**config.mk**
```make
export PLATFORM = sky130hd
export DESIGN_NAME = lru_frame_allocator
export DESIGN_NICKNAME = d
export VERILOG_FILES = /design/src/rtl/lfa_pkg.sv /design/src/rtl/lru_frame_allocator.sv /design/src/rtl/lfa_order_mem.sv /design/src/rtl/lfa_owner_mem.sv
export VERILOG_INCLUDE_DIRS = /design/src /design/src/rtl
export SDC_FILE = /design/constraint.sdc
export NUM_CORES = 1
export LEC_CHECK = 0
export BUFFER_PORTS_ARGS = -buffer_cell sky130_fd_sc_hd__buf_2
export CAP_MARGIN = 20
export CORE_MARGIN = 4
export CORE_UTILIZATION = 67
export CTS_BUF_LIST = sky130_fd_sc_hd__clkbuf_16
export DETAILED_ROUTE_END_ITERATION = 8
export PLACE_DENSITY = 0.85
export RECOVER_POWER = 100
export SLEW_MARGIN = 20
export SYNTH_ARGS = -nofsm -noshare
export SYNTH_HDL_FRONTEND = slang
export SYNTH_SLANG_ARGS = --single-unit
```
**constraint.sdc**
```tcl
create_clock -name clk -period 5.9 [get_ports clk]
set_input_delay 1.18 -clock clk [delete_from_list [all_inputs] [get_ports clk]]
set_output_delay 1.18 -clock clk [all_outputs]
set_load 0.005 [all_outputs]
```
**src/rtl/lru_frame_allocator_defines.svh**
```systemverilog
// assertion macros for the lru frame allocator
`ifndef LRU_FRAME_ALLOCATOR_DEFINES_SVH
`define LRU_FRAME_ALLOCATOR_DEFINES_SVH

`ifndef SYNTHESIS

// same-cycle implication, checked at every clock edge out of reset
`define LFA_ASSERT_NOW(lbl, clk, rst_n, ante, cons) \
  lbl: assert property (@(posedge clk) disable iff (!rst_n) (ante) |-> (cons)) \
    else $error("lru_frame_allocator: same-cycle check failed");

// next-cycle implication
`define LFA_ASSERT_NEXT(lbl, clk, rst_n, ante, cons) \
  lbl: assert property (@(posedge clk) disable iff (!rst_n) (ante) |=> (cons)) \
    else $error("lru_frame_allocator: next-cycle check failed");

`else

`define LFA_ASSERT_NOW(lbl, clk, rst_n, ante, cons)
`define LFA_ASSERT_NEXT(lbl, clk, rst_n, ante, cons)

`endif

`endif

```
**src/rtl/lfa_pkg.sv**
```systemverilog
`default_nettype none

package lfa_pkg;

  localparam int FRAME_COUNT = 16;
  localparam int FRAME_W     = $clog2(FRAME_COUNT);
  localparam int FILL_W      = $clog2(FRAME_COUNT + 1);
  localparam int PROC_BITS   = 8;
  localparam int PAGE_BITS   = 10;

  typedef logic [FRAME_W-1:0]   frame_t;
  typedef logic [FILL_W-1:0]    fill_t;
  typedef logic [PROC_BITS-1:0] proc_t;
  typedef logic [PAGE_BITS-1:0] page_t;

  localparam frame_t LAST_POS   = FRAME_W'(FRAME_COUNT - 1);
  localparam fill_t  FILL_FULL  = FILL_W'(FRAME_COUNT);

  localparam logic CMD_TOUCH = 1'b0;
  localparam logic CMD_LOAD  = 1'b1;

  // recency memory port: position-addressed, holds frame numbers
  typedef struct packed {
    logic   re;
    frame_t raddr;
    logic   we;
    frame_t waddr;
    frame_t wdata;
  } ord_req_t;

  // owner memory port: frame-addressed, holds process id and page
  typedef struct packed {
    logic   re;
    frame_t raddr;
    logic   we;
    frame_t waddr;
    proc_t  wproc;
    page_t  wpage;
  } own_req_t;

endpackage

`default_nettype wire

```
**src/rtl/lru_frame_allocator.sv**
```systemverilog
// LRU frame allocator for 16 physical frames. Raise start with a command while busy is low;
// the command is taken at that edge and busy stays high until the result has been shown.
// The result appears for exactly one cycle with out_valid high and cannot be stalled, so the
// receiver must capture it on that cycle. A touch walks the order memory from the front
// until it meets the frame; a load into a free frame does the same, and a load that
// evicts first reads the least recent frame and its owner. The walk moves through the
// order memory one position per cycle and ends where it meets the frame or at the last
// position. Since frames are never released, the lowest free frame is simply the fill
// count. No clearing pass runs after reset: the order memory keeps a valid bit per entry
// instead.
`default_nettype none

`include "lru_frame_allocator_defines.svh"

module lru_frame_allocator (
  input  wire logic                             clk,
  input  wire logic                             rst_n,
  // command transaction
  input  wire logic                             start,
  output      logic                             busy,
  input  wire logic                             in_cmd,
  input  wire logic [lfa_pkg::FRAME_W-1:0]      in_frame_in,
  input  wire logic [lfa_pkg::PROC_BITS-1:0]    in_proc_id,
  input  wire logic [lfa_pkg::PAGE_BITS-1:0]    in_page_num,
  // result transaction
  output      logic                             out_valid,
  output      logic [lfa_pkg::FRAME_W-1:0]      out_frame_out,
  output      logic                             out_evicted,
  output      logic [lfa_pkg::PROC_BITS-1:0]    out_victim_proc,
  output      logic [lfa_pkg::PAGE_BITS-1:0]    out_victim_page
);

  // one-hot sequencer
  typedef enum logic [4:0] {
    ST_IDLE = 5'b00001,   // waiting for a command
    ST_VICT = 5'b00010,   // least recent position read in flight
    ST_OWN  = 5'b00100,   // victim owner read in flight
    ST_SCAN = 5'b01000,   // recency walk, one position per cycle
    ST_DONE = 5'b10000    // result strobe
  } state_t;

  state_t            state_r, state_nxt;
  lfa_pkg::fill_t    fill_r, fill_nxt;       // frames in use, lowest free frame
  lfa_pkg::frame_t   pos_r, pos_nxt;         // walk position
  lfa_pkg::frame_t   frame_r, frame_nxt;     // frame being made most recent
  lfa_pkg::frame_t   carry_r, carry_nxt;     // value shifted into current position
  lfa_pkg::proc_t    pid_r, pid_nxt;
  lfa_pkg::page_t    page_r, page_nxt;
  logic              evict_r, evict_nxt;
  lfa_pkg::proc_t    vproc_r, vproc_nxt;
  lfa_pkg::page_t    vpage_r, vpage_nxt;

  lfa_pkg::ord_req_t ord_req;
  lfa_pkg::frame_t   ord_rd;
  lfa_pkg::own_req_t own_req;
  lfa_pkg::proc_t    own_rd_proc;
  lfa_pkg::page_t    own_rd_page;

  logic              accept;
  logic              scan_stop;
  logic              touch_ok;

  lfa_order_mem u_order (
    .clk     (clk),
    .rst_n   (rst_n),
    .req     (ord_req),
    .rd_data (ord_rd)
  );

  lfa_owner_mem u_owner (
    .clk     (clk),
    .req     (own_req),
    .rd_proc (own_rd_proc),
    .rd_page (own_rd_page)
  );

  assign accept    = start && !busy;
  // an out-of-range touch leaves the order alone
  assign touch_ok  = (int'(in_frame_in) < lfa_pkg::FRAME_COUNT);
  // walk ends where the frame was found, or at the last position
  assign scan_stop = (ord_rd == frame_r) || (pos_r == lfa_pkg::LAST_POS);

  always_comb begin
    state_nxt = state_r;
    fill_nxt  = fill_r;
    pos_nxt   = pos_r;
    frame_nxt = frame_r;
    carry_nxt = carry_r;
    pid_nxt   = pid_r;
    page_nxt  = page_r;
    evict_nxt = evict_r;
    vproc_nxt = vproc_r;
    vpage_nxt = vpage_r;

    ord_req   = '0;
    own_req   = '0;

    case (state_r)
      ST_IDLE: begin
        if (accept) begin
          pid_nxt   = in_proc_id;
          page_nxt  = in_page_num;
          evict_nxt = 1'b0;
          vproc_nxt = '0;
          vpage_nxt = '0;
          pos_nxt   = '0;
          if (in_cmd == lfa_pkg::CMD_TOUCH) begin
            frame_nxt = in_frame_in;
            carry_nxt = in_frame_in;
            if (touch_ok) begin
              ord_req.re    = 1'b1;
              ord_req.raddr = '0;
              state_nxt     = ST_SCAN;
            end else begin
              state_nxt     = ST_DONE;
            end
          end else if (fill_r != lfa_pkg::FILL_FULL) begin
            // free frame: take it and record the owner now
            frame_nxt     = fill_r[lfa_pkg::FRAME_W-1:0];
            carry_nxt     = fill_r[lfa_pkg::FRAME_W-1:0];
            fill_nxt      = fill_r + 1'b1;
            own_req.we    = 1'b1;
            own_req.waddr = fill_r[lfa_pkg::FRAME_W-1:0];
            own_req.wproc = in_proc_id;
            own_req.wpage = in_page_num;
            ord_req.re    = 1'b1;
            ord_req.raddr = '0;
            state_nxt     = ST_SCAN;
          end else begin
            // all frames used: fetch the least recent frame
            ord_req.re    = 1'b1;
            ord_req.raddr = lfa_pkg::LAST_POS;
            state_nxt     = ST_VICT;
          end
        end
      end

      ST_VICT: begin
        frame_nxt     = ord_rd;
        carry_nxt     = ord_rd;
        evict_nxt     = 1'b1;
        own_req.re    = 1'b1;
        own_req.raddr = ord_rd;
        state_nxt     = ST_OWN;
      end

      ST_OWN: begin
        // read data is the old owner; overwrite in the same cycle
        vproc_nxt     = own_rd_proc;
        vpage_nxt     = own_rd_page;
        own_req.we    = 1'b1;
        own_req.waddr = frame_r;
        own_req.wproc = pid_r;
        own_req.wpage = page_r;
        ord_req.re    = 1'b1;
        ord_req.raddr = '0;
        state_nxt     = ST_SCAN;
      end

      ST_SCAN: begin
        // shift one position down; next read never hits the written entry
        ord_req.we    = 1'b1;
        ord_req.waddr = pos_r;
        ord_req.wdata = carry_r;
        carry_nxt     = ord_rd;
        if (scan_stop) begin
          state_nxt     = ST_DONE;
        end else begin
          ord_req.re    = 1'b1;
          ord_req.raddr = pos_r + 1'b1;
          pos_nxt       = pos_r + 1'b1;
        end
      end

      ST_DONE: begin
        state_nxt = ST_IDLE;
      end

      default: begin
        state_nxt = ST_IDLE;
      end
    endcase
  end

  // control state
  always_ff @(posedge clk) begin
    if (!rst_n) begin
      state_r <= ST_IDLE;
      fill_r  <= '0;
    end else begin
      state_r <= state_nxt;
      fill_r  <= fill_nxt;
    end
  end

  // payload
  always_ff @(posedge clk) begin
    pos_r   <= pos_nxt;
    frame_r <= frame_nxt;
    carry_r <= carry_nxt;
    pid_r   <= pid_nxt;
    page_r  <= page_nxt;
    evict_r <= evict_nxt;
    vproc_r <= vproc_nxt;
    vpage_r <= vpage_nxt;
  end

  assign busy            = (state_r != ST_IDLE);
  assign out_valid       = (state_r == ST_DONE);
  assign out_frame_out   = frame_r;
  assign out_evicted     = evict_r;
  assign out_victim_proc = vproc_r;
  assign out_victim_page = vpage_r;

  // fill count never passes the frame count
  `LFA_ASSERT_NOW(a_fill_bound, clk, rst_n, 1'b1, fill_r <= lfa_pkg::FILL_FULL)
  // an accepted transaction makes the block busy
  `LFA_ASSERT_NEXT(a_accept_busy, clk, rst_n, accept, busy)
  // an eviction happens only with every frame in use
  `LFA_ASSERT_NOW(a_evict_full, clk, rst_n, out_valid && out_evicted,
                  fill_r == lfa_pkg::FILL_FULL)
  // result strobe lasts one cycle
  `LFA_ASSERT_NEXT(a_one_strobe, clk, rst_n, out_valid, !out_valid)
  // no eviction reports no victim
  `LFA_ASSERT_NOW(a_no_victim, clk, rst_n, out_valid && !out_evicted,
                  out_victim_proc == '0 && out_victim_page == '0)

endmodule

`default_nettype wire

```
**src/rtl/lfa_order_mem.sv**
```systemverilog
`default_nettype none

// recency order memory, registered read
// an entry never written reads as its own position (reset order)
module lfa_order_mem (
  input  wire logic              clk,
  input  wire logic              rst_n,
  input  wire lfa_pkg::ord_req_t req,
  output lfa_pkg::frame_t        rd_data
);

  lfa_pkg::frame_t                     mem [lfa_pkg::FRAME_COUNT];
  logic [lfa_pkg::FRAME_COUNT-1:0]     vld_r;
  lfa_pkg::frame_t                     rdata_r;
  lfa_pkg::frame_t                     raddr_r;
  logic                                rvld_r;

  always_ff @(posedge clk) begin
    if (req.we) begin
      mem[req.waddr] <= req.wdata;
    end
    if (req.re) begin
      rdata_r <= mem[req.raddr];
      raddr_r <= req.raddr;
    end
  end

  always_ff @(posedge clk) begin
    if (!rst_n) begin
      vld_r  <= '0;
      rvld_r <= 1'b0;
    end else begin
      if (req.we) begin
        vld_r[req.waddr] <= 1'b1;
      end
      if (req.re) begin
        rvld_r <= vld_r[req.raddr];
      end
    end
  end

  assign rd_data = rvld_r ? rdata_r : raddr_r;

endmodule

`default_nettype wire

```
**src/rtl/lfa_owner_mem.sv**
```systemverilog
`default_nettype none

// owner memory, registered read, no reset contents
module lfa_owner_mem (
  input  wire logic              clk,
  input  wire lfa_pkg::own_req_t req,
  output lfa_pkg::proc_t         rd_proc,
  output lfa_pkg::page_t         rd_page
);

  lfa_pkg::proc_t mem_proc [lfa_pkg::FRAME_COUNT];
  lfa_pkg::page_t mem_page [lfa_pkg::FRAME_COUNT];
  lfa_pkg::proc_t rproc_r;
  lfa_pkg::page_t rpage_r;

  always_ff @(posedge clk) begin
    if (req.we) begin
      mem_proc[req.waddr] <= req.wproc;
      mem_page[req.waddr] <= req.wpage;
    end
    if (req.re) begin
      rproc_r <= mem_proc[req.raddr];
      rpage_r <= mem_page[req.raddr];
    end
  end

  assign rd_proc = rproc_r;
  assign rd_page = rpage_r;

endmodule

`default_nettype wire
```
After elaboration in Yosys (flattened, before gate mapping). Memories as Yosys holds them, arrays and structs flattened. A register that Yosys moved wholly into a read port is not among the register bits. Index checks and enable logic that the tools add are counted.

Memory bits (writable): 352. Input bits: 26. Bits in latches: 0. Register bits: 80. Word-level logic and storage cells: 91. Memories: 3. ROM bits: 0.

$mul: 0. Reduce and logical (&&, ||, !) cells: 17. Shift operators: 0. Bitwise operators: 1. Equality and inequality tests: 13. Div/mod/pow operators: 0. Multiplexer cells: 39. $lt $le $gt $ge: 3. Add/subtract/negate cells: 2.

Memory list: u_owner.mem_page (words 16, width 10, rd ports 1, clocked after memory_dff 1, wr ports 1, line lfa_owner_mem.sv:12) `lfa_pkg::page_t mem_page [lfa_pkg::FRAME_COUNT];`; u_owner.mem_proc (words 16, width 8, rd ports 1, clocked after memory_dff 1, wr ports 1, line lfa_owner_mem.sv:11) `lfa_pkg::proc_t mem_proc [lfa_pkg::FRAME_COUNT];`; u_order.mem (words 16, width 4, rd ports 1, clocked after memory_dff 1, wr ports 1, line lfa_order_mem.sv:12) `lfa_pkg::frame_t mem [lfa_pkg::FRAME_COUNT];`.

Operators with widths (count): 2-to-1 mux 23 bit (3); case mux 23 bit (2 select lines) (1); 2-to-1 mux 4 bit (10); 2-to-1 mux 5 bit (5); case mux 4 bit (2 select lines) (3); case mux 10 bit (2 select lines) (1); case mux 5 bit (4 select lines) (1); OR 16 bit (1); case mux 8 bit (2 select lines) (1); case mux 5 bit (3 select lines) (1); < comparator 4 x 5 -> 1 bit (second input constant) (2); 2-to-1 mux 10 bit (1); 2-to-1 mux 9 bit (1); AND reduction 3 bit (3); 2-to-1 mux 8 bit (1); AND reduction 2 bit (4); nonzero test 2 bit (4); 2-to-1 mux 1 bit (7); inequality test 2 bit (second input constant) (3); adder 5 x 1 -> 5 bit (second input constant) (1); equality test 5 x 1 -> 1 bit (second input constant) (1); equality test 5 x 2 -> 1 bit (second input constant) (1); equality test 5 x 3 -> 1 bit (second input constant) (1); equality test 5 x 4 -> 1 bit (second input constant) (1); other kinds (16) (17).

Logic depth before layout (Yosys ltp).
Depth in word-level cells: 7. Mapped depth: 11.

Modules after synthesis. From an unflattened synthesis, not the netlist that was laid out.

Cells, all modules: 881. Area, all modules: 17684.5 um^2.

Modules (own cells, without submodules): lfa_owner_mem (cells each 482, times used 1, area each 11503.5 um^2); lfa_order_mem (cells each 177, times used 1, area each 3468.3 um^2); lru_frame_allocator (cells each 222, times used 1, area each 2712.6 um^2).

Least setup slack after synthesis. No wires, ideal clock.

Path kind: input to register. Start: input in_cmd. End: memory u_owner.mem_page[13][0] (netlist bit), enable pin. Data arrival time: 3.079 ns. Cell stages on the path: 6. Setup slack: 2.428 ns. Buffers on the path: 1. Required time: 5.507 ns. Path through: buf_1 > inv_1 > nor3_1 > a22o_1 > nand2_1 > nor2_1.

Cells in the longest elaborated chain, start to end: 5.

Ends and longest elaborated chain: start: declaration (line lru_frame_allocator.sv:21) `input wire logic in_cmd,`; 2-to-1 mux 23 bit * (line lru_frame_allocator.sv:107) `if (in_cmd == lfa_pkg::CMD_TOUCH) begin`; 2-to-1 mux 23 bit * (line lru_frame_allocator.sv:100) `if (accept) begin`; case mux 23 bit (2 select lines) * (line lru_frame_allocator.sv:98) `case (state_r)`; 2-to-1 mux 1 bit (line lfa_owner_mem.sv:17) `if (req.we) begin`; 2-to-1 mux 1 bit (not written as such) (line lfa_owner_mem.sv:19) `mem_page[req.waddr] <= req.wpage;`; end: declaration (line lfa_owner_mem.sv:12).

Mark *: on every way between the ends. The rest lies on a longest branch, timed or not.

Final worst setup path.
Start: register u_order.rvld_r. End: register u_order.rdata_r[0] (read register of u_order.mem), data pin.

Cells in the longest elaborated chain, start to end: 5.

Ends and longest elaborated chain: start: declaration (line lfa_order_mem.sv:16) `logic rvld_r;`; start signal: assignment (line lfa_order_mem.sv:37) `rvld_r <= vld_r[req.raddr];`; 2-to-1 mux 4 bit (line lfa_order_mem.sv:42) `assign rd_data = rvld_r ? rdata_r : raddr_r;`; equality test 4 bit (line lru_frame_allocator.sv:81) `assign scan_stop = (ord_rd == frame_r) || (pos_r == lfa_pkg::LAST_POS);`; logical OR 1 bit (line lru_frame_allocator.sv:81); 2-to-1 mux 5 bit (line lru_frame_allocator.sv:166) `if (scan_stop) begin`; case mux 5 bit (3 select lines) (line lru_frame_allocator.sv:98); end: declaration (line lfa_order_mem.sv:14) `lfa_pkg::frame_t rdata_r;`.

No other way between the ends. A chain may end at the register's enable or synchronous reset.

==> flow_summary.ini <==
[placement]
port_buffers = 50
place_area_um2 = 19000
dp_hpwl_mm = 26.2
gp_congestion = 0.963

[drt]
postRouteAntennaNets = 0
drc = 0
drt_pass1_iterations = 8
routed_via_density = 6.75
routed_wl_mm = 43.3
via_count = 11278
drtIter0Drc = 1521
wl_per_cell_um = 25.9

[synthesis]
synth_top_area_frac = 0.694
synthTopCellsByArea = edfxtp_1 69%, mux2i_1 7.0%, dfxtp_1 2.9%, nand2_1 2.6%, o21ai_0 2.5%
synth.distinct_cells = 69
synth_seq_area_share = 0.724
yosys_warnings = 0
synthFlopType = edfxtp_1
syn_nets = 1293
synth_top_cell_by_area = edfxtp_1
ys_ff_latch = 454
syn_area_um2 = 18500
yosysMostFrequentCell = edfxtp_1
ys_top_cells_by_count = 427 x edfxtp_1, 130 x mux2i_1, 128 x nand2_1
synth_cells = 1264
synth_edf_count = 427
ys_async_sr_fraction = 0
syn_area_per_cell_um2 = 14.6

[clock_tree]
cts.clk_slew.worst_paths_ps = 70
cts_hold_buf = 0
cts_resized = 0
cts_sinks = 454
cts.path.max_buffers = 3
insertion_delay_ps = 550
cts_tree = built
cts.htree.levels = 2
cts_root_buffer = clkbuf_16
numCtsBuffers = 44
post_cts_buffers = 0

[sta]
relSlewSlack = -0.213
rsz0062_at_grt = no
skew_ps = 26.4
period_needed_ps = 4610
setup_tns_ps = 0
min_period_over_period = 0.781
drv_slew = 345
worstMarginPinSlew_ps = 1810
fmax_ghz = 0.217
hold_viol_final = 0
setup_viol = 0

[floorplanning]
core_um2 = 27000
die_h_um = 174
start_util = 0.683
die_w_um = 174
rows = 60
ioPinCount = 51
dieArea_um2 = 30300

[worst_setup_path]
timing.rr.end = u_order.rdata_r[0]$_DFFE_PP_
r2r_cells = 9
required_ps = 6200
r2r_start = u_order.rvld_r$_SDFFE_PN0P_
start_kind = flop
crit_start = u_order.rvld_r$_SDFFE_PN0P_
endpoint = u_order.rdata_r[0]$_DFFE_PP_
endpoint_kind = flop
r2r_setup_slack_ps = 1290
crit_fanout = 40
arrival_ps = 4910
path_class = flop to flop

[power]
vdd_ir_drop_max_mv = 0.296
cellPowerDensity_nw_per_um2 = 344
p_leak_nw = 7.64
total_power_mw = 6.99

[finish]
multi_input_area_um2 = 4720
final_area_um2 = 20300
seqCellArea_um2 = 13400
final_nets = 1324
insertedDiodeCount = 0
nFillCells = 1607
layout-drive-gt1-share = 0.0820
utilization = 0.752
area_growth_pct = 10.1

[grt]
grt_max_degree = 77
grt_usage = 0.284
grt-ovfl-total = 0
antenna_found_initial = 0
grt_pass1_wl_mm = 66.0
grt_pass1_vias = 11211

[run_status]
violations = capacitance limit, slew limit
status = finished with violations

[worst_hold_path]
hold_path.class = flop to flop

[flow_run]
maxCapViolCount = 17
cell type report:
type                       instances  share of cell area
sequential                       454               0.657
multi-input combinational        715               0.232
clock buffer                      46              0.0566
tap                              341              0.0210
clock inverter                    35              0.0153
timing repair buffer              61              0.0140
inverter                          19             0.00351
cells in the final DEF (no fill, tap or decap), types with 4 or more instances in the layout:
cell,netlist,final
nand2_1,128,127
o21ai_0,93,94
o221ai_1,40,40
and2_1,20,7
and3_1,6,6
a211oi_1,8,8
a21oi_1,53,55
nor4_1,4,4
buf_4,3,7
nor3_1,16,18
nand3_1,24,24
nor2_1,65,66
xnor2_1,7,7
dfxtp_1,27,27
clkinv_2,0,7
nand4_1,5,5
edfxtp_1,427,427
xor2_1,6,6
o21a_1,9,9
clkbuf_16,0,46
inv_1,15,29
clkbuf_1,49,30
mux2i_1,130,129
bufinv_16,0,6
clkinv_1,1,9
o22ai_1,6,6
and2_0,0,13
o211a_1,4,4
a32oi_1,5,5
buf_2,10,24
a22o_1,20,20
a22oi_1,4,4
worst max-delay path, cell delays in order, from the launching register on:
cell and delay (ps):
dfxtp_1 630, mux2_1 1240, xnor2_1 250, a41oi_2 140
buf_4 240, a21oi_1 660, inv_1 430, a211oi_1 280
o22ai_1 140, a211o_1 300
flip-flops by register name (all words and copies together), names as in the netlist, 8 cells and up:
register          cells
u_owner.rd_page      10
u_owner.mem_proc    128
u_owner.mem_page    160
page_r               10
u_order.mem          64
pid_r                 8
u_order.vld_r        16
out_victim_proc       8
u_owner.rd_proc       8
out_victim_page      10
power by group:
group | switching, mW | internal (mW) | leakage, nW | total, mW
combinational | 0.365 | 0.139 | 2.59 | 0.505
clock | 1.16 | 1.67 | 0.768 | 2.83
sequential | 0.0498 | 3.61 | 4.28 | 3.66
total | 1.57 | 5.42 | 7.64 | 6.99
routing by layer:
layer	wire (um)	share of wire	global-route usage	vias to the layer above
met5	0	0	0	-
met4	1680	0.039	0.0970	0
met3	4670	0.11	0.0716	119
met2	20800	0.48	0.457	694
met1	16100	0.37	0.387	5532
li1	-	-	-	4933
worst min path at each step:
stage                                   start                              to  slack, ps  depth (start not counted)
5_1_grt         u_order.vld_r[0]$_SDFFE_PN0P_   u_order.vld_r[0]$_SDFFE_PN0P_        490                          1
3_3_place_gp   u_order.vld_r[10]$_SDFFE_PN0P_  u_order.vld_r[10]$_SDFFE_PN0P_        440                          1
6_report        u_order.vld_r[0]$_SDFFE_PN0P_   u_order.vld_r[0]$_SDFFE_PN0P_        470                          1
4_1_cts         u_order.vld_r[0]$_SDFFE_PN0P_   u_order.vld_r[0]$_SDFFE_PN0P_        470                          1
3_5_place_dp    u_order.vld_r[0]$_SDFFE_PN0P_   u_order.vld_r[0]$_SDFFE_PN0P_        450                          1
2_1_floorplan   u_order.vld_r[5]$_SDFFE_PN0P_   u_order.vld_r[5]$_SDFFE_PN0P_        430                          2
kinds of logic after synthesis:
family	share of synthesized area
flip-flops	0.724
AND/OR/NAND/NOR	0.0702
AO/OA/AOI/OAI	0.101
multiplexers	0.0749
buffers and inverters	0.0210
XOR/XNOR	0.00705
adder cells (fa/ha/maj)	0.00203
through the flow:
| step | cells | hold slack, ps | worst slack [ps] |
|---|---|---|---|
| 2_1_floorplan | 1264 | 432 | 2430 |
| 3_3_place_gp | 1590 | 444 | 2060 |
| 3_5_place_dp | 1590 | 454 | 1960 |
| 4_1_cts | 1671 | 471 | 1960 |
| 5_1_grt | 1671 | 485 | 1080 |
| 6_report | 1671 | 470 | 1290 |
Power figures use the tool's default switching activity.
